## config.mk

```make
export PLATFORM = sky130hd
export DESIGN_NAME = sliding_gate_motor_controller_core_flat
export DESIGN_NICKNAME = d
export VERILOG_FILES = /design/src/sv/sgmc_pkg.sv /design/src/sv/sgmc_channels.sv /design/src/sv/sliding_gate_motor_controller_core.sv /design/src/flat_wrapper.sv
export SDC_FILE = /design/constraint.sdc
export NUM_CORES = 1
export LEC_CHECK = 0
export ABC_AREA = 1
export BUFFER_PORTS_ARGS = -buffer_cell sky130_fd_sc_hd__buf_2
export CAP_MARGIN = 20
export CORE_ASPECT_RATIO = 2
export CORE_MARGIN = 5
export CORE_UTILIZATION = 51
export DETAILED_ROUTE_END_ITERATION = 10
export PLACE_DENSITY = 0.75
export SLEW_MARGIN = 0
export SYNTH_ARGS = -nofsm -noshare
export SYNTH_HDL_FRONTEND = slang
export SYNTH_SLANG_ARGS = --single-unit
```

## constraint.sdc

```tcl
create_clock -name clk -period 3.9 [get_ports clk]
set_clock_uncertainty 0.1 [all_clocks]
set_input_delay 0.78 -clock clk [delete_from_list [all_inputs] [get_ports clk]]
set_output_delay 0.78 -clock clk [all_outputs]
set_load 0.05 [all_outputs]
```

## src/sv/sgmc_pkg.sv

```systemverilog
// package for the sliding gate motor controller core
// holds register indexes, reset constants, radio command codes and the sample type
// no dependencies
package sgmc_pkg;

    localparam int unsigned TIMER_WIDTH_DEFAULT = 16;
    localparam int unsigned CFG_WIDTH           = 16;
    localparam int unsigned APB_DATA_WIDTH      = 32;
    localparam int unsigned APB_ADDR_WIDTH      = 3;

    localparam logic [CFG_WIDTH-1:0] LOCKOUT_RESET = 16'd5000;
    localparam logic [CFG_WIDTH-1:0] START_RESET   = 16'd2000;

    typedef enum logic {
        REG_LOCKOUT = 1'b0,
        REG_START   = 1'b1
    } reg_index_t;

    typedef enum logic [1:0] {
        RADIO_NONE  = 2'd0,
        RADIO_OPEN  = 2'd1,
        RADIO_CLOSE = 2'd2,
        RADIO_STOP  = 2'd3
    } radio_cmd_t;

    typedef struct packed {
        logic       emergency_stop;
        logic       closed_limit;
        logic       opened_limit;
        logic       pause_button;
        logic       change_button;
        logic       photocell_blocked;
        radio_cmd_t radio_command;
        logic       ms_tick;
    } sample_t;

endpackage

```

## src/sv/sgmc_channels.sv

```systemverilog
// valid/ready channel interfaces for samples in and gate status out
// depends on sgmc_pkg
interface sgmc_sample_if;
    logic                  valid;
    logic                  ready;
    logic                  emergency_stop;
    logic                  closed_limit;
    logic                  opened_limit;
    logic                  pause_button;
    logic                  change_button;
    logic                  photocell_blocked;
    sgmc_pkg::radio_cmd_t  radio_command;
    logic                  ms_tick;

    modport source (
        output valid, emergency_stop, closed_limit, opened_limit, pause_button,
               change_button, photocell_blocked, radio_command, ms_tick,
        input  ready
    );
    modport sink (
        input  valid, emergency_stop, closed_limit, opened_limit, pause_button,
               change_button, photocell_blocked, radio_command, ms_tick,
        output ready
    );
endinterface

interface sgmc_result_if;
    logic valid;
    logic ready;
    logic motor_on;
    logic direction_drive;
    logic paused_flag;
    logic obstruction_flag;

    modport source (
        output valid, motor_on, direction_drive, paused_flag, obstruction_flag,
        input  ready
    );
    modport sink (
        input  valid, motor_on, direction_drive, paused_flag, obstruction_flag,
        output ready
    );
endinterface

```

## src/sv/sliding_gate_motor_controller_core.sv

```systemverilog
// sliding gate motor controller: one control-loop sample per request, one status result each
// a request accepted at the sample port passes through the sample register, then the state
// registers, which also serve as the result register
// throughput: one request per cycle, stalled only while a result waits and the sample stage is full
// reset: motor off, closing, not paused, no obstruction, lockout 5000 ms (capped to the timer width),
// start delay cleared, registers back to 5000 and 2000 ms; depends on sgmc_pkg and sgmc_channels
module sliding_gate_motor_controller_core #(
    parameter int unsigned TIMER_WIDTH = sgmc_pkg::TIMER_WIDTH_DEFAULT
) (
    input  logic                                  clk,
    input  logic                                  rst_n,
    sgmc_sample_if.sink                           sample,
    sgmc_result_if.source                         result,
    input  logic                                  psel,
    input  logic                                  penable,
    input  logic                                  pwrite,
    input  logic [sgmc_pkg::APB_ADDR_WIDTH-1:0]   paddr,
    input  logic [sgmc_pkg::APB_DATA_WIDTH-1:0]   pwdata,
    output logic [sgmc_pkg::APB_DATA_WIDTH-1:0]   prdata,
    output logic                                  pready
);

    localparam logic [31:0] TIMER_MAX = 32'((64'd1 << TIMER_WIDTH) - 64'd1);
    localparam logic [31:0] LOCKOUT_RESET_WIDE = {16'b0, sgmc_pkg::LOCKOUT_RESET};
    localparam logic [31:0] LOCKOUT_RESET_SAT =
        (LOCKOUT_RESET_WIDE > TIMER_MAX) ? TIMER_MAX : LOCKOUT_RESET_WIDE;

    // configuration registers
    logic [sgmc_pkg::CFG_WIDTH-1:0] lockout_cfg_reg;
    logic [sgmc_pkg::CFG_WIDTH-1:0] start_cfg_reg;
    logic                           cfg_write;
    sgmc_pkg::reg_index_t           cfg_index;

    // sample stage
    logic              s1_valid_reg;
    sgmc_pkg::sample_t s1_reg;
    logic              out_valid_reg;
    logic              out_free;
    logic              advance;

    // controller state
    logic                   paused_reg, paused_next;
    logic                   running_reg, running_next;
    logic                   travel_dir_reg, travel_dir_next;
    logic                   dir_relay_reg, dir_relay_next;
    logic                   obstruction_reg, obstruction_next;
    logic                   pause_prev_reg, pause_prev_next;
    logic                   change_prev_reg, change_prev_next;
    logic [TIMER_WIDTH-1:0] lockout_rem_reg, lockout_rem_next;
    logic [TIMER_WIDTH-1:0] start_rem_reg, start_rem_next;

    logic [31:0]            lockout_wide;
    logic [31:0]            start_wide;
    logic [TIMER_WIDTH-1:0] lockout_load;
    logic [TIMER_WIDTH-1:0] start_load;

    function automatic logic run_blocked(input logic dir, input logic at_closed,
                                         input logic at_opened);
        return (dir && at_opened) || (!dir && at_closed);
    endfunction

    // apb port
    assign pready    = 1'b1;
    assign cfg_write = psel && penable && pwrite;
    assign cfg_index = sgmc_pkg::reg_index_t'(paddr[2]);

    always_comb
    begin
        unique case (cfg_index)
            sgmc_pkg::REG_LOCKOUT: prdata = {16'b0, lockout_cfg_reg};
            sgmc_pkg::REG_START:   prdata = {16'b0, start_cfg_reg};
            default:               prdata = '0;
        endcase
    end

    always_ff @(posedge clk or negedge rst_n)
    begin
        if (!rst_n)
        begin
            lockout_cfg_reg <= sgmc_pkg::LOCKOUT_RESET;
            start_cfg_reg   <= sgmc_pkg::START_RESET;
        end
        else if (cfg_write)
        begin
            unique case (cfg_index)
                sgmc_pkg::REG_LOCKOUT: lockout_cfg_reg <= pwdata[15:0];
                sgmc_pkg::REG_START:   start_cfg_reg   <= pwdata[15:0];
                default:               ;
            endcase
        end
    end

    // saturating counter loads
    assign lockout_wide = {16'b0, lockout_cfg_reg};
    assign start_wide   = {16'b0, start_cfg_reg};
    assign lockout_load = (lockout_wide > TIMER_MAX) ? TIMER_MAX[TIMER_WIDTH-1:0]
                                                     : lockout_wide[TIMER_WIDTH-1:0];
    assign start_load   = (start_wide > TIMER_MAX) ? TIMER_MAX[TIMER_WIDTH-1:0]
                                                   : start_wide[TIMER_WIDTH-1:0];

    // handshake and stage control
    assign out_free     = !out_valid_reg || result.ready;
    assign advance      = s1_valid_reg && out_free;
    assign sample.ready = !s1_valid_reg || out_free;

    always_ff @(posedge clk or negedge rst_n)
    begin
        if (!rst_n)
        begin
            s1_valid_reg  <= 1'b0;
            out_valid_reg <= 1'b0;
        end
        else
        begin
            if (sample.ready)
                s1_valid_reg <= sample.valid;
            if (out_free)
                out_valid_reg <= s1_valid_reg;
        end
    end

    always_ff @(posedge clk)
    begin
        if (sample.valid && sample.ready)
        begin
            s1_reg.emergency_stop    <= sample.emergency_stop;
            s1_reg.closed_limit      <= sample.closed_limit;
            s1_reg.opened_limit      <= sample.opened_limit;
            s1_reg.pause_button      <= sample.pause_button;
            s1_reg.change_button     <= sample.change_button;
            s1_reg.photocell_blocked <= sample.photocell_blocked;
            s1_reg.radio_command     <= sample.radio_command;
            s1_reg.ms_tick           <= sample.ms_tick;
        end
    end

    // control step for the sample held in stage one
    always_comb
    begin
        paused_next      = paused_reg;
        running_next     = running_reg;
        travel_dir_next  = travel_dir_reg;
        dir_relay_next   = dir_relay_reg;
        obstruction_next = obstruction_reg;
        pause_prev_next  = pause_prev_reg;
        change_prev_next = change_prev_reg;
        lockout_rem_next = lockout_rem_reg;
        start_rem_next   = start_rem_reg;

        if (s1_reg.ms_tick)
        begin
            if (lockout_rem_next != '0)
                lockout_rem_next = lockout_rem_next - TIMER_WIDTH'(1);
            if (start_rem_next != '0)
                start_rem_next = start_rem_next - TIMER_WIDTH'(1);
        end

        // radio command
        unique case (s1_reg.radio_command)
            sgmc_pkg::RADIO_OPEN:
            begin
                if (!travel_dir_next || !running_next)
                begin
                    running_next    = 1'b0;
                    travel_dir_next = 1'b1;
                    if (!run_blocked(1'b1, s1_reg.closed_limit, s1_reg.opened_limit))
                    begin
                        dir_relay_next = 1'b1;
                        running_next   = 1'b1;
                    end
                end
            end
            sgmc_pkg::RADIO_CLOSE:
            begin
                if (travel_dir_next || !running_next)
                begin
                    running_next    = 1'b0;
                    travel_dir_next = 1'b0;
                    if (!run_blocked(1'b0, s1_reg.closed_limit, s1_reg.opened_limit))
                    begin
                        dir_relay_next = 1'b0;
                        running_next   = 1'b1;
                    end
                end
            end
            sgmc_pkg::RADIO_STOP:
            begin
                if (!pause_prev_next)
                begin
                    paused_next = !paused_next;
                    if (paused_next)
                        running_next = 1'b0;
                    else if (!running_next &&
                             !run_blocked(travel_dir_next, s1_reg.closed_limit,
                                          s1_reg.opened_limit))
                    begin
                        dir_relay_next = travel_dir_next;
                        running_next   = 1'b1;
                    end
                end
                pause_prev_next = 1'b1;
            end
            sgmc_pkg::RADIO_NONE: ;
            default: ;
        endcase

        if (s1_reg.emergency_stop)
        begin
            running_next = 1'b0;
        end
        else if (s1_reg.photocell_blocked && !s1_reg.closed_limit)
        begin
            // obstruction: reverse to opening
            running_next     = 1'b0;
            obstruction_next = 1'b1;
            travel_dir_next  = 1'b1;
            if (!run_blocked(1'b1, s1_reg.closed_limit, s1_reg.opened_limit))
            begin
                dir_relay_next = 1'b1;
                running_next   = 1'b1;
            end
        end
        else
        begin
            // pause press edge
            if (s1_reg.pause_button && !pause_prev_next)
            begin
                paused_next = !paused_next;
                if (paused_next)
                    running_next = 1'b0;
                else if (!running_next &&
                         !run_blocked(travel_dir_next, s1_reg.closed_limit,
                                      s1_reg.opened_limit))
                begin
                    dir_relay_next = travel_dir_next;
                    running_next   = 1'b1;
                end
            end
            pause_prev_next = s1_reg.pause_button;

            // direction change with lockout
            if (s1_reg.change_button && !change_prev_next && !paused_next &&
                lockout_rem_next == '0)
            begin
                running_next     = 1'b0;
                travel_dir_next  = !travel_dir_next;
                lockout_rem_next = lockout_load;
                start_rem_next   = start_load;
            end
            change_prev_next = s1_reg.change_button;

            // limit stop
            if (running_next && run_blocked(travel_dir_next, s1_reg.closed_limit,
                                            s1_reg.opened_limit))
                running_next = 1'b0;

            // delayed auto-resume
            if (!running_next && !paused_next && start_rem_next == '0 &&
                !run_blocked(travel_dir_next, s1_reg.closed_limit, s1_reg.opened_limit))
            begin
                dir_relay_next = travel_dir_next;
                running_next   = 1'b1;
            end
        end
    end

    always_ff @(posedge clk or negedge rst_n)
    begin
        if (!rst_n)
        begin
            paused_reg      <= 1'b0;
            running_reg     <= 1'b0;
            travel_dir_reg  <= 1'b0;
            dir_relay_reg   <= 1'b0;
            obstruction_reg <= 1'b0;
            pause_prev_reg  <= 1'b0;
            change_prev_reg <= 1'b0;
            lockout_rem_reg <= LOCKOUT_RESET_SAT[TIMER_WIDTH-1:0];
            start_rem_reg   <= '0;
        end
        else if (advance)
        begin
            paused_reg      <= paused_next;
            running_reg     <= running_next;
            travel_dir_reg  <= travel_dir_next;
            dir_relay_reg   <= dir_relay_next;
            obstruction_reg <= obstruction_next;
            pause_prev_reg  <= pause_prev_next;
            change_prev_reg <= change_prev_next;
            lockout_rem_reg <= lockout_rem_next;
            start_rem_reg   <= start_rem_next;
        end
    end

    // status only moves when a new result is loaded, so it holds while stalled
    assign result.valid            = out_valid_reg;
    assign result.motor_on         = running_reg;
    assign result.direction_drive  = dir_relay_reg;
    assign result.paused_flag      = paused_reg;
    assign result.obstruction_flag = obstruction_reg;

endmodule
```

## src/flat_wrapper.sv

```systemverilog
// flat-port wrapper written by rule: the top's interface ports become plain ports
module sliding_gate_motor_controller_core_flat 
#(
    parameter int unsigned TIMER_WIDTH = sgmc_pkg::TIMER_WIDTH_DEFAULT
)
  (clk, rst_n, psel, penable, pwrite, paddr, pwdata, prdata, pready, sample_valid, sample_emergency_stop, sample_closed_limit, sample_opened_limit, sample_pause_button, sample_change_button, sample_photocell_blocked, sample_radio_command, sample_ms_tick, sample_ready, result_valid, result_motor_on, result_direction_drive, result_paused_flag, result_obstruction_flag, result_ready);
  sgmc_sample_if sample_i ();
  sgmc_result_if result_i ();
  input  logic clk;
  input  logic rst_n;
  input  logic psel;
  input  logic penable;
  input  logic pwrite;
  input  logic [sgmc_pkg::APB_ADDR_WIDTH-1:0] paddr;
  input  logic [sgmc_pkg::APB_DATA_WIDTH-1:0] pwdata;
  output logic [sgmc_pkg::APB_DATA_WIDTH-1:0] prdata;
  output logic pready;
  input wire logic [$bits(sample_i.valid)-1:0] sample_valid;
  input wire logic [$bits(sample_i.emergency_stop)-1:0] sample_emergency_stop;
  input wire logic [$bits(sample_i.closed_limit)-1:0] sample_closed_limit;
  input wire logic [$bits(sample_i.opened_limit)-1:0] sample_opened_limit;
  input wire logic [$bits(sample_i.pause_button)-1:0] sample_pause_button;
  input wire logic [$bits(sample_i.change_button)-1:0] sample_change_button;
  input wire logic [$bits(sample_i.photocell_blocked)-1:0] sample_photocell_blocked;
  input wire logic [$bits(sample_i.radio_command)-1:0] sample_radio_command;
  input wire logic [$bits(sample_i.ms_tick)-1:0] sample_ms_tick;
  output wire logic [$bits(sample_i.ready)-1:0] sample_ready;
  output wire logic [$bits(result_i.valid)-1:0] result_valid;
  output wire logic [$bits(result_i.motor_on)-1:0] result_motor_on;
  output wire logic [$bits(result_i.direction_drive)-1:0] result_direction_drive;
  output wire logic [$bits(result_i.paused_flag)-1:0] result_paused_flag;
  output wire logic [$bits(result_i.obstruction_flag)-1:0] result_obstruction_flag;
  input wire logic [$bits(result_i.ready)-1:0] result_ready;
  assign sample_i.valid = sample_valid;
  assign sample_i.emergency_stop = sample_emergency_stop;
  assign sample_i.closed_limit = sample_closed_limit;
  assign sample_i.opened_limit = sample_opened_limit;
  assign sample_i.pause_button = sample_pause_button;
  assign sample_i.change_button = sample_change_button;
  assign sample_i.photocell_blocked = sample_photocell_blocked;
  assign sample_i.radio_command = sample_radio_command;
  assign sample_i.ms_tick = sample_ms_tick;
  assign sample_ready = sample_i.ready;
  assign result_valid = result_i.valid;
  assign result_motor_on = result_i.motor_on;
  assign result_direction_drive = result_i.direction_drive;
  assign result_paused_flag = result_i.paused_flag;
  assign result_obstruction_flag = result_i.obstruction_flag;
  assign result_i.ready = result_ready;
  sliding_gate_motor_controller_core #(.TIMER_WIDTH(TIMER_WIDTH)) u_core (.clk(clk), .rst_n(rst_n), .sample(sample_i), .result(result_i), .psel(psel), .penable(penable), .pwrite(pwrite), .paddr(paddr), .pwdata(pwdata), .prdata(prdata), .pready(pready));
endmodule
```

==> metrics.md, run 1 <==
| Metric | Value |
|---|---|
| Outcome | `finished clean` |
| Clock Sink Count | `82` |
| Post-synth cell types | `41` |
| Worst slew margin relative to its limit | `0.3598` |
| Clock latency on the worst-skew pair | `350 ps` |
| Setup CP Type | `reg -> reg` |
| Largest family of logic cells by synthesized area | `simple AND/OR/NAND/NOR gates` |
| Area Overhead vs Synth | `10.86%` |
| Total power draw | `0.004725 W` |
| Adder-cell share of the synthesized area | `0.01523` |
| Yosys warns | `0` |
| Share of synthesized cell area in and, or, nand and nor gates | `0.3120` |
| Max Fanout on Critical Path | `17` |
| Number of nets at the end of the flow | `929` |
| Average wire length per cell after detail routing | `15.66 microns` |
| # diodes | `0` |
| Count of cells along the worst register-to-register path | `21` |
| Die boundary height | `160.2 microns` |
| Number of fillers in the final layout | `1052` |
| Global-route wire length before repair | `26210 microns` |
| DR iter-0 viols | `406` |
| CTS H-tree lvls | `3` |
| Die Footprint | `0.01363 sq mm` |
| Fraction of the mapped netlist area in compound gates | `0.1577` |
| Sequential cell area fraction in the yosys report | `0.3681` |
| Synth Flop Type | `sky130_fd_sc_hd__dfrtp_1` |
| # DRC | `0` |
| Arrival time worst endpoint | `3640 ps` |
| R2r setup slk | `400 ps` |
| Number of synthesized register bits | `82` |
| Detail Placement HPWL | `12150 microns` |
| Gpl congestion | `0.9130` |
| PwrDens | `741.2 mW/mm^2` |
| Capture instance of the worst register-to-register path | `u_core.result.direction_drive$_DFFE_PN0P_` |
| Source of the worst register-to-register timing path | `u_core.lockout_rem_reg[0]$_DFFE_PN0P_` |
| Shortest clock period the worst path allows after layout | `3502 ps` |
| Leak | `3.144 nW` |
| Fraction of final layout cells sized beyond drive strength 1 | `0.1518` |
| Min-Delay Startpoint | `u_core.result.obstruction_flag$_DFFE_PN0P_` |
| Launching element type of the critical path | `flip-flop` |
| Inserted Clock Buffers | `9` |
| Cts repair resizes | `0` |
| Largest voltage drop on the vdd net | `374.8 uV` |
| Syn_area_per_cell | `6.937 sq um` |
| Area of combinational cells with multiple inputs | `0.002967 sq mm` |
| F_max | `285.6 MHz` |
| Depth of the worst hold-timing path | `2` |
| Pin count of the biggest net entering global routing | `74` |
| Overall via count from detail_route | `5557` |
| TritonCTS clock tree | `done` |
| Number of global-route vias before repair | `5446` |
| Worst Hold Path EP | `u_core.result.obstruction_flag$_DFFE_PN0P_` |
| Kind of capture point of the worst setup path | `flip-flop` |
| Post-CTS repair timing setup buffer count | `0` |
| Clock slew seen by the registers of the worst setup and hold paths | `70 ps` |
| Starting Density | `0.5127` |
| Count of endpoints failing hold in the final timing report | `0` |
| Pins over their slew limit | `0` |
| Total routing resource utilization after global routing | `0.2404` |
| GRT overflow | `0` |
| Post-synthesis mux area share | `0` |
| CTS root buffer | `sky130_fd_sc_hd__clkbuf_16` |
| Number of antenna violations at the first check in global routing | `0` |
| Chip Width | `85.09 microns` |
| Post-route antenna net violation count | `0` |
| XOR/XNOR share of the synthesized area | `0.01980` |
| Post-synth EDFFs | `9` |
| Total detailed-routing wirelength | `15940 microns` |
| Type of the tightest min-delay check | `reg -> reg` |
| Final count of negative-setup-slack endpoints | `0` |
| Top-Level Pins | `90` |
| Total core area | `0.01122 sq mm` |
| Combined area of all synthesized cells | `0.005751 sq mm` |
| Maximum root-to-sink buffer count | `2` |
| CTS Hold Buffers Added | `0` |
| Core Rows | `55` |
| Count of maximum capacitance violations | `0` |
| Worst Path Required | `4040 ps` |
| Most common cell after layout, fill and taps aside | `sky130_fd_sc_hd__nand2_1` |
| Cells after synthesis | `829` |
| Slew at the pin closest to its max-slew limit | `960.3 ps` |
| Detailed Routing Iterations Pass 1 | `5` |
| Ratio of routed vias to standard cells | `5.459` |
| FFs w/ async S/R, synth | `0.8902` |
| Count of input and output buffers | `54` |
| Part of the cycle the worst path needs | `0.8979` |
| Area occupied by registers | `0.002117 sq mm` |
| Total negative slack | `0 ps` |
| Commonest non-fill, non-tap cells in the layout | `201 x sky130_fd_sc_hd__nand2_1, 112 x sky130_fd_sc_hd__inv_1, 110 x sky130_fd_sc_hd__o21ai_0` |
| Setup repair after global routing missed its margin | `false` |
[cell usage after synthesis (3+ instances only)]
cell	instances	area (sq um)
sky130_fd_sc_hd__xor2_1	13	113.9
sky130_fd_sc_hd__buf_4	20	150.1
sky130_fd_sc_hd__nand4_1	27	168.9
sky130_fd_sc_hd__nor3_1	8	40.04
sky130_fd_sc_hd__inv_2	3	11.26
sky130_fd_sc_hd__edfxtp_1	9	270.3
sky130_fd_sc_hd__nor2_4	5	56.30
sky130_fd_sc_hd__buf_6	4	45.04
sky130_fd_sc_hd__a21oi_1	26	130.1
sky130_fd_sc_hd__inv_1	112	420.4
sky130_fd_sc_hd__o22ai_1	21	131.4
sky130_fd_sc_hd__ha_1	7	87.58
sky130_fd_sc_hd__clkbuf_1	16	60.06
sky130_fd_sc_hd__nand3_1	45	225.2
sky130_fd_sc_hd__buf_1	5	18.77
sky130_fd_sc_hd__dfrtp_1	57	1426
sky130_fd_sc_hd__nor2_2	9	56.30
sky130_fd_sc_hd__dfstp_2	16	420.4
sky130_fd_sc_hd__o21ai_0	110	550.5
sky130_fd_sc_hd__nand3b_1	3	22.52
sky130_fd_sc_hd__nand2_2	10	62.56
sky130_fd_sc_hd__nor2_1	71	266.5
sky130_fd_sc_hd__nand3_2	5	50.05
sky130_fd_sc_hd__nand2_1	201	754.5
[final cells by class]
| type | instances | share of cell area |
|---|---|---|
| Tap cell | 142 | 0.02787 |
| Sequential cell | 82 | 0.3321 |
| Timing Repair Buffer | 63 | 0.05339 |
| Clock buffer | 10 | 0.03749 |
| Multi-Input combinational cell | 598 | 0.4654 |
| Clock inverter | 6 | 0.01492 |
| Inverter | 117 | 0.06889 |
[per-layer routing]
metal | share of wire | global-route usage
met2 | 0.52 | 0.4182
met1 | 0.36 | 0.2583
met5 | 0 | 0
met3 | 0.047 | 0.03304
met4 | 0.073 | 0.1744
[logic make-up after synthesis]
group | Yosys count
AO/OA/AOI/OAI | 170
flip-flops | 82
adder cells (fa/ha/maj) | 7
AND/OR/NAND/NOR | 391
other | 2
XOR/XNOR | 13
buffers and inverters | 164
[report_power, final]
part | internal, W | leakage [nW] | switching, W
registers | 0.00114 | 0.966 | 0.000247
logic | 0.000718 | 2.01 | 0.00165
clock network | 0.000588 | 0.166 | 0.000378
[metrics by stage]
stage | hold slack [ps] | std cells | setup WS (ps) | instance area [sq um] | util
finish | 381.0 | 1018 | 398.4 | 6375 | 0.5683
global route | 411.1 | 1018 | 108.1 | 6375 | 0.5683
CTS | 383.5 | 1018 | 444.6 | 6375 | 0.5683
detailed placement | 356.2 | 1002 | 450.1 | 6041 | 0.5385
global placement | 363.3 | 1002 | 502.9 | 6041 | 0.5385
floorplan | 353.0 | 844 | 729.9 | 5807 | -
[worst max-delay path, cell delays in order, from the launching register on]
cell and delay, ps:
sky130_fd_sc_hd__dfrtp_1 400, sky130_fd_sc_hd__clkinv_1 150, sky130_fd_sc_hd__ha_1 380, sky130_fd_sc_hd__nand2_1 170, sky130_fd_sc_hd__nor2_4 140, sky130_fd_sc_hd__nand3_4 200
sky130_fd_sc_hd__nand4_1 170, sky130_fd_sc_hd__nand2_2 100, sky130_fd_sc_hd__inv_2 60, sky130_fd_sc_hd__nand2_2 60, sky130_fd_sc_hd__nor2_4 300, sky130_fd_sc_hd__nand4_1 330
sky130_fd_sc_hd__nand2_1 180, sky130_fd_sc_hd__nand2_1 60, sky130_fd_sc_hd__nor2_1 90, sky130_fd_sc_hd__nand2_1 60, sky130_fd_sc_hd__nor2_2 110, sky130_fd_sc_hd__nand2_1 70
sky130_fd_sc_hd__nand2_1 60, sky130_fd_sc_hd__nand3_1 60, sky130_fd_sc_hd__nand2_1 80, sky130_fd_sc_hd__nand2_1 50
[how the worst max path moves through the flow]
stage	startpoint	to	slack [ps]	cells past startpoint
after global placement	u_core.lockout_rem_reg[0]$_DFFE_PN0P_	u_core.result.direction_drive$_DFFE_PN0P_	500	21
after CTS	u_core.lockout_rem_reg[0]$_DFFE_PN0P_	u_core.result.direction_drive$_DFFE_PN0P_	440	21
after global routing	u_core.lockout_rem_reg[0]$_DFFE_PN0P_	u_core.result.direction_drive$_DFFE_PN0P_	110	22
after floorplan	paddr[2]	prdata[14]	730	4
after detailed placement	u_core.lockout_rem_reg[0]$_DFFE_PN0P_	u_core.result.direction_drive$_DFFE_PN0P_	450	21
final	u_core.lockout_rem_reg[0]$_DFFE_PN0P_	u_core.result.direction_drive$_DFFE_PN0P_	400	21
Note: power is estimated with default switching activity, not from simulation.
==> run 2: changes to the inputs <==
--- a/config.mk
+++ b/config.mk
@@ -8,11 +8,14 @@
 export ABC_AREA = 1
 export BUFFER_PORTS_ARGS = -buffer_cell sky130_fd_sc_hd__buf_2
 export CAP_MARGIN = 20
+export CELL_PAD_IN_SITES_DETAIL_PLACEMENT = 1
+export CELL_PAD_IN_SITES_GLOBAL_PLACEMENT = 1
 export CORE_ASPECT_RATIO = 2
 export CORE_MARGIN = 5
-export CORE_UTILIZATION = 51
+export CORE_UTILIZATION = 41
 export DETAILED_ROUTE_END_ITERATION = 10
-export PLACE_DENSITY = 0.75
+export PLACE_DENSITY = 0.83
+export RECOVER_POWER = 50
 export SLEW_MARGIN = 0
 export SYNTH_ARGS = -nofsm -noshare
 export SYNTH_HDL_FRONTEND = slang
==> constraint.sdc (replaced) <==
create_clock -name clk -period 3.73 [get_ports clk]
set_clock_uncertainty 0.1 [all_clocks]
set_input_delay 0.746 -clock clk [delete_from_list [all_inputs] [get_ports clk]]
set_output_delay 0.746 -clock clk [all_outputs]
set_load 0.05 [all_outputs]
==> run 2 against run 1 <==
  * The flow now finishes with violations (max-capacitance violations, max-slew violations)
  * Sequential share of layout area down 0.77 points
  * Final cell count is 6.1% higher
  * Via count increased by 3.3%
  * Die area increased by 22%
  * Clock power decreased by 6.9%
  * Critical path type unchanged
  * Critical endpoint unchanged
==> metrics.md, run 2 (synthesis gave the netlist of run 1 again) <==
| Metric | Value |
|---|---|
| Outcome | `finished, violations left` |
| Violated checks | `max-capacitance violations, max-slew violations` |
| Internal cell power | `0.002517 W` |
| Number of global-route vias before repair | `6082` |
| CTS root buffer | `sky130_fd_sc_hd__clkbuf_16` |
| # diodes | `0` |
| Max Fanout on Critical Path | `17` |
| Fraction of final layout cells sized beyond drive strength 1 | `0.1706` |
| Count of endpoints failing hold in the final timing report | `0` |
| Reg power frac | `0.287` |
| Arrival time worst endpoint | `3650 ps` |
| Die boundary height | `177.5 microns` |
| Total detailed-routing wirelength | `18830 microns` |
| Clock latency on the worst-skew pair | `350 ps` |
| Number of fillers in the final layout | `1832` |
| Total core area | `0.01381 sq mm` |
| Reported net switching power | `0.002557 W` |
| Pin count of the biggest net entering global routing | `74` |
| Proportion of power drawn by combinational gates | `0.536` |
| Total negative slack | `0 ps` |
| Cell total after placement | `1057` |
| Detailed Routing Iterations Pass 1 | `4` |
| Largest voltage drop on the vdd net | `371.6 uV` |
| Detail Placement HPWL | `14520 microns` |
| Leak | `3.194 nW` |
| Number of antenna violations at the first check in global routing | `0` |
| Chip Width | `93.74 microns` |
| Type of the tightest min-delay check | `reg -> reg` |
| Layout Utilization | `0.4724` |
| TritonCTS clock tree | `done` |
| Cell with the largest stage delay on the worst path | `sky130_fd_sc_hd__dfrtp_1` |
| Average wire length per cell after detail routing | `17.44 microns` |
| Top-Level Pins | `90` |
| Ratio of routed vias to standard cells | `5.318` |
| Area Overhead vs Synth | `13.49%` |
| Final instance area | `0.006526 sq mm` |
| Starting Density | `0.4163` |
| GRT overflow | `0` |
| Clock slew seen by the registers of the worst setup and hold paths | `70 ps` |
| Share of power burned in the clock network | `0.177` |
| PwrDens | `777.5 mW/mm^2` |
| Most used cell along the critical path | `sky130_fd_sc_hd__nand2_1` |
| Switching fraction of total power | `0.5039` |
| Crit path largest cell delay | `430 ps` |
| Pins over their slew limit | `74` |
| Clock Sink Count | `82` |
| Kind of cell adding the most delay to the critical path | `simple AND/OR/NAND/NOR gates` |
| Setup CP Type | `reg -> reg` |
| # DRC | `0` |
| Count of maximum capacitance violations | `1` |
| Most common cell after layout, fill and taps aside | `sky130_fd_sc_hd__nand2_1` |
| Kind of capture point of the worst setup path | `flip-flop` |
| DR iter-0 viols | `245` |
| Cell area after placement | `0.006160 sq mm` |
| Area occupied by registers | `0.002117 sq mm` |
| Worst-path cell chain | `clkinvlp_4, ha_2, nand2_1, nor2_4, nand3_4, nand2_1, nand2_1, nand2_1, nand3_2, nor2_8, nand4_1, nand2_1, nand2_1, nor2_1, nand2_1, nor2_2, nand2_1, nand2_1, nand3_1, nand2_1, nand2_1` |
| Gpl congestion | `0.8820` |
| Commonest non-fill, non-tap cells in the layout | `201 x sky130_fd_sc_hd__nand2_1, 112 x sky130_fd_sc_hd__inv_1, 110 x sky130_fd_sc_hd__o21ai_0` |
| Launching element type of the critical path | `flip-flop` |
| Area of combinational cells with multiple inputs | `0.002979 sq mm` |
| Inserted Clock Buffers | `9` |
| Global-route wire length before repair | `30420 microns` |
| Overall via count from detail_route | `5743` |
| Core Rows | `61` |
| Shortest clock period the worst path allows after layout | `3508 ps` |
| Count of placed standard cells in the final layout, fillers left out | `1080` |
| Number of nets at the end of the flow | `944` |
| F_max | `285.1 MHz` |
| Part of the cycle the worst path needs | `0.9405` |
| Worst Path Required | `3870 ps` |
| Post-route antenna net violation count | `0` |
| CTS H-tree lvls | `3` |
| Slew at the pin closest to its max-slew limit | `1915 ps` |
| CTS Hold Buffers Added | `0` |
| Worst slew margin relative to its limit | `-0.2770` |
| CP Buf/Inv Count | `1` |
| Total power draw | `0.005074 W` |
| Die Footprint | `0.01664 sq mm` |
| Maximum root-to-sink buffer count | `2` |
| Count of input and output buffers | `54` |
| Total routing resource utilization after global routing | `0.2341` |
| Final count of negative-setup-slack endpoints | `0` |
run 2: cell types whose count changed in the layout (fill, tap and decap cells not counted), sizes merged:
cell | before | now
buf | 63 | 76
bufinv | 2 | 0
clkbuf | 10 | 11
clkinvlp | 0 | 1
inv | 119 | 121
run 2: per-stage QoR:
step | setup slack [ps] | hold WS [ps]
floorplan | 627.9 | 350.4
global placement | 286.7 | 350.7
detailed placement | 172.4 | 360.8
CTS | 101.1 | 381.1
global route | -35.87 | 391.6
finish | 222.1 | 384.2
run 2: routing by layer:
| layer | GRT usage | wire, microns |
|---|---|---|
| met1 | 0.2439 | 6902 |
| met2 | 0.4384 | 10410 |
| met3 | 0.02588 | 498 |
| met4 | 0.1368 | 1015 |
| met5 | 0 | 0 |
run 2: power groups by stage:
| stage | logic [W] | registers [W] | clock network [W] |
|---|---|---|---|
| finish | 0.00272 | 0.00146 | 0.000899 |
| global route | 0.00304 | 0.00150 | 0.000952 |
| CTS | 0.00263 | 0.00145 | 0.000907 |
| detailed placement | 0.00261 | 0.00147 | 0 |
| global placement | 0.00254 | 0.00145 | 0 |
| floorplan | 0.00196 | 0.00143 | 0 |
run 2: final cells by class:
class,instances,area share
Clock buffer,9,0.03451
Sequential cell,82,0.3244
Multi-Input combinational cell,598,0.4565
Tap cell,189,0.03623
Clock inverter,7,0.01016
Inverter,117,0.06787
Timing Repair Buffer,78,0.07036
run 2: final timing paths:
check | startpoint | to | slack [ps] | cells past startpoint
min | u_core.result.obstruction_flag$_DFFE_PN0P_ | u_core.result.obstruction_flag$_DFFE_PN0P_ | 380 | 2
max | u_core.lockout_rem_reg[0]$_DFFE_PN0P_ | u_core.result.direction_drive$_DFFE_PN0P_ | 220 | 21
max reg2reg | u_core.lockout_rem_reg[0]$_DFFE_PN0P_ | u_core.result.direction_drive$_DFFE_PN0P_ | 220 | 21
min in group asynchronous | rst_n | u_core.lockout_cfg_reg[6]$_DFFE_PN0P_ | 820 | 1
min reg2reg | u_core.result.obstruction_flag$_DFFE_PN0P_ | u_core.result.obstruction_flag$_DFFE_PN0P_ | 380 | 2
max in group asynchronous | rst_n | u_core.start_rem_reg[1]$_DFFE_PN0P_ | 1560 | 1
run 2: what timing repair did:
| item | CTS | global route |
|---|---|---|
| gates resized for setup | 0 | 5 |
| buffers inserted | 0 | 7 |
| endpoints found under the setup margin | 0 | 2 |
run 2: worst reg2reg max path, cell delays in order, from the launching register on:
cell,delay [ps]
sky130_fd_sc_hd__dfrtp_1,430
sky130_fd_sc_hd__clkinvlp_4,160
sky130_fd_sc_hd__ha_2,290
sky130_fd_sc_hd__nand2_1,150
sky130_fd_sc_hd__nor2_4,150
sky130_fd_sc_hd__nand3_4,190
sky130_fd_sc_hd__nand2_1,150
sky130_fd_sc_hd__nand2_1,60
sky130_fd_sc_hd__nand2_1,160
sky130_fd_sc_hd__nand3_2,150
sky130_fd_sc_hd__nor2_8,230
sky130_fd_sc_hd__nand4_1,260
sky130_fd_sc_hd__nand2_1,170
sky130_fd_sc_hd__nand2_1,80
sky130_fd_sc_hd__nor2_1,110
sky130_fd_sc_hd__nand2_1,90
sky130_fd_sc_hd__nor2_2,100
sky130_fd_sc_hd__nand2_1,80
sky130_fd_sc_hd__nand2_1,70
sky130_fd_sc_hd__nand3_1,80
sky130_fd_sc_hd__nand2_1,90
sky130_fd_sc_hd__nand2_1,50
==> run 3: changes to the inputs <==
--- a/config.mk
+++ b/config.mk
@@ -8,13 +8,11 @@
 export ABC_AREA = 1
 export BUFFER_PORTS_ARGS = -buffer_cell sky130_fd_sc_hd__buf_2
 export CAP_MARGIN = 20
-export CELL_PAD_IN_SITES_DETAIL_PLACEMENT = 1
-export CELL_PAD_IN_SITES_GLOBAL_PLACEMENT = 1
 export CORE_ASPECT_RATIO = 2
 export CORE_MARGIN = 5
-export CORE_UTILIZATION = 41
+export CORE_UTILIZATION = 51
 export DETAILED_ROUTE_END_ITERATION = 10
-export PLACE_DENSITY = 0.83
+export PLACE_DENSITY = 0.75
 export RECOVER_POWER = 50
 export SLEW_MARGIN = 0
 export SYNTH_ARGS = -nofsm -noshare
==> run 3 against run 2 <==
  * The flow still finishes with violations (max-capacitance violations, max-slew violations)
  * Sequential power hardly changed
  * Via count down 2.5%
  * Register-to-register slack gained 110 ps
  * Utilization up 9.9 points
  * Die area fell by 18%
  * Combinational power shrank 8.1%
  * Final area fell by 1.8%
  * Sequential share of layout area up 0.58 points
  * Total power down 2.5%
  * Global-route usage is 0.17 points higher
  * Count of clock-buffer cells in the layout increased by 1
  * Worst setup slack better by 110 ps
  * Critical path type unchanged
==> metrics.md, run 3 (synthesis gave the netlist of run 1 again) <==
| Metric | Value |
|---|---|
| Outcome | `finished, violations left` |
| Violated checks | `max-capacitance violations, max-slew violations` |
| CTS root buffer | `sky130_fd_sc_hd__clkbuf_16` |
| Kind of cell adding the most delay to the critical path | `simple AND/OR/NAND/NOR gates` |
| Clock latency on the worst-skew pair | `340 ps` |
| Critical path depth | `21` |
| DR iter-0 viols | `286` |
| R2r setup slk | `330 ps` |
| Layout Utilization | `0.5716` |
| Worst Path Required | `3860 ps` |
| Clock Sink Count | `82` |
| Crit path largest cell delay | `400 ps` |
| Max Fanout on Critical Path | `17` |
| Shortest clock period the worst path allows after layout | `3397 ps` |
| Gpl congestion | `0.8897` |
| End of the critical path | `u_core.result.direction_drive$_DFFE_PN0P_` |
| Global-route wire length before repair | `25540 microns` |
| Starting Density | `0.5127` |
| Final count of negative-setup-slack endpoints | `0` |
| Source of the worst register-to-register timing path | `u_core.lockout_rem_reg[0]$_DFFE_PN0P_` |
| Total detailed-routing wirelength | `15770 microns` |
| CTS H-tree lvls | `3` |
| Worst slack at placement | `266.1 ps` |
| Kind of capture point of the worst setup path | `flip-flop` |
| Core Rows | `55` |
| Count of maximum capacitance violations | `1` |
| Detail Placement HPWL | `12030 microns` |
| Fraction of final layout cells sized beyond drive strength 1 | `0.1559` |
| Total power draw | `0.004947 W` |
| Final instance area | `0.006411 sq mm` |
| Die boundary height | `160.2 microns` |
| Capture instance of the worst register-to-register path | `u_core.result.direction_drive$_DFFE_PN0P_` |
| Part of the cycle the worst path needs | `0.9108` |
| TritonCTS clock tree | `done` |
| Pins over their slew limit | `74` |
| CTS Hold Buffers Added | `0` |
| Inserted Clock Buffers | `9` |
| Pin count of the biggest net entering global routing | `74` |
| Worst setup margin | `332.6 ps` |
| Chip Width | `85.09 microns` |
| Die Footprint | `0.01363 sq mm` |
| Overall via count from detail_route | `5598` |
| Worst-path cell chain | `clkinv_1, ha_2, nand2_1, nor2_4, nand3_4, nand2_1, nand2_1, nand2_1, nand3_2, nor2_8, nand4_1, nand2_1, nand2_1, nor2_1, nand2_1, nor2_2, nand2_1, nand2_1, nand3_1, nand2_1, nand2_1` |
| Average wire length per cell after detail routing | `15.45 microns` |
| Setup repair after global routing missed its margin | `false` |
| Number of antenna violations at the first check in global routing | `0` |
| Count of input and output buffers | `54` |
| Number of nets at the end of the flow | `932` |
| Number of global-route vias before repair | `5277` |
| # DRC | `0` |
| Largest voltage drop on the vdd net | `495.6 uV` |
| Min-Delay Startpoint | `u_core.result.obstruction_flag$_DFFE_PN0P_` |
| CP Launch Point | `u_core.lockout_rem_reg[0]$_DFFE_PN0P_` |
| Commonest non-fill, non-tap cells in the layout | `201 x sky130_fd_sc_hd__nand2_1, 112 x sky130_fd_sc_hd__inv_1, 110 x sky130_fd_sc_hd__o21ai_0` |
| Slew at the pin closest to its max-slew limit | `1913 ps` |
| Setup CP Type | `reg -> reg` |
| Most used cell along the critical path | `sky130_fd_sc_hd__nand2_1` |
| Ratio of routed vias to standard cells | `5.483` |
| Worst slew margin relative to its limit | `-0.2755` |
| F_max | `294.3 MHz` |
| GRT overflow | `0` |
| Type of the tightest min-delay check | `reg -> reg` |
| Total negative slack | `0 ps` |
| Most common cell after layout, fill and taps aside | `sky130_fd_sc_hd__nand2_1` |
| Post-route antenna net violation count | `0` |
| Maximum root-to-sink buffer count | `2` |
| Top-Level Pins | `90` |
| # diodes | `0` |
| Clock slew seen by the registers of the worst setup and hold paths | `70 ps` |
| PwrDens | `771.6 mW/mm^2` |
| Count of cells along the worst register-to-register path | `21` |
| Launching element type of the critical path | `flip-flop` |
| Cell area after placement | `0.006056 sq mm` |
| Total core area | `0.01122 sq mm` |
| Total routing resource utilization after global routing | `0.2358` |
| Arrival time worst endpoint | `3530 ps` |
| Cell with the largest stage delay on the worst path | `sky130_fd_sc_hd__dfrtp_1` |
| Count of endpoints failing hold in the final timing report | `0` |
| CP Buf/Inv Count | `1` |
| Leak | `3.156 nW` |
| Area Overhead vs Synth | `11.49%` |
| Detailed Routing Iterations Pass 1 | `6` |
[run 3: cell count changes in the layout (fill, tap and decap cells not counted), sizes merged]
| cell | previous run | this run |
|---|---|---|
| buf | 76 | 64 |
| clkbuf | 11 | 12 |
| inv | 121 | 117 |
| clkinv | 2 | 4 |
| clkinvlp | 1 | 0 |
| bufinv | 0 | 2 |
[run 3: worst min-delay path, stage by stage, from the launching register on]
cell and delay, ps:
sky130_fd_sc_hd__dfrtp_1 340, sky130_fd_sc_hd__inv_1 40, sky130_fd_sc_hd__o31ai_1 60
[run 3: stage by stage]
step                cells  hold slack [ps]
floorplan             844            350.4
global placement     1004            365.2
detailed placement   1004            351.4
CTS                  1020            375.4
global route         1021            403.0
finish               1021            370.8
[run 3: layer usage]
| layer | GRT usage | wire length [microns] | vias up |
|---|---|---|---|
| met5 | 0 | 0 | - |
| met2 | 0.4221 | 8331 | 197 |
| li1 | - | - | 2768 |
| met3 | 0.03975 | 754 | 61 |
| met1 | 0.2488 | 5717 | 2572 |
| met4 | 0.1470 | 966 | 0 |
[run 3: area by class of cell]
| cell class | count | area (sq um) |
|---|---|---|
| sequential | 82 | 2117 |
| fill | 1090 | 4806 |
| multi-input combinational | 598 | 2972 |
| timing repair buffer | 66 | 369.1 |
| clock inverter | 6 | 97.59 |
| inverter | 117 | 439.2 |
| clock buffer | 10 | 239.0 |
| tap | 142 | 177.7 |
[run 3: how the worst min path moves through the flow]
stage	endpoint	slack (ps)	cells after the start
after detailed placement	u_core.result.obstruction_flag$_DFFE_PN0P_	350	2
after floorplan	u_core.change_prev_reg$_DFFE_PN0P_	350	0
after CTS	u_core.result.obstruction_flag$_DFFE_PN0P_	380	2
after global placement	u_core.result.obstruction_flag$_DFFE_PN0P_	370	2
after global routing	u_core.result.obstruction_flag$_DFFE_PN0P_	400	2
final	u_core.result.obstruction_flag$_DFFE_PN0P_	370	2
[run 3: what timing repair did]
| item | in CTS | in global routing |
|---|---|---|
| gates resized for setup | 0 | 2 |
| setup buffers | 0 | 1 |
| hold endpoints to repair | 0 | 0 |
| endpoints found under the setup margin | 0 | 2 |
[run 3: power by group]
group | total, W | internal [W] | switching, W | leakage, nW
Sequential | 0.00144 | 0.00119 | 0.000251 | 0.966
Clock | 0.00100 | 0.000614 | 0.000388 | 0.165
Combinational | 0.00250 | 0.000773 | 0.00173 | 2.03
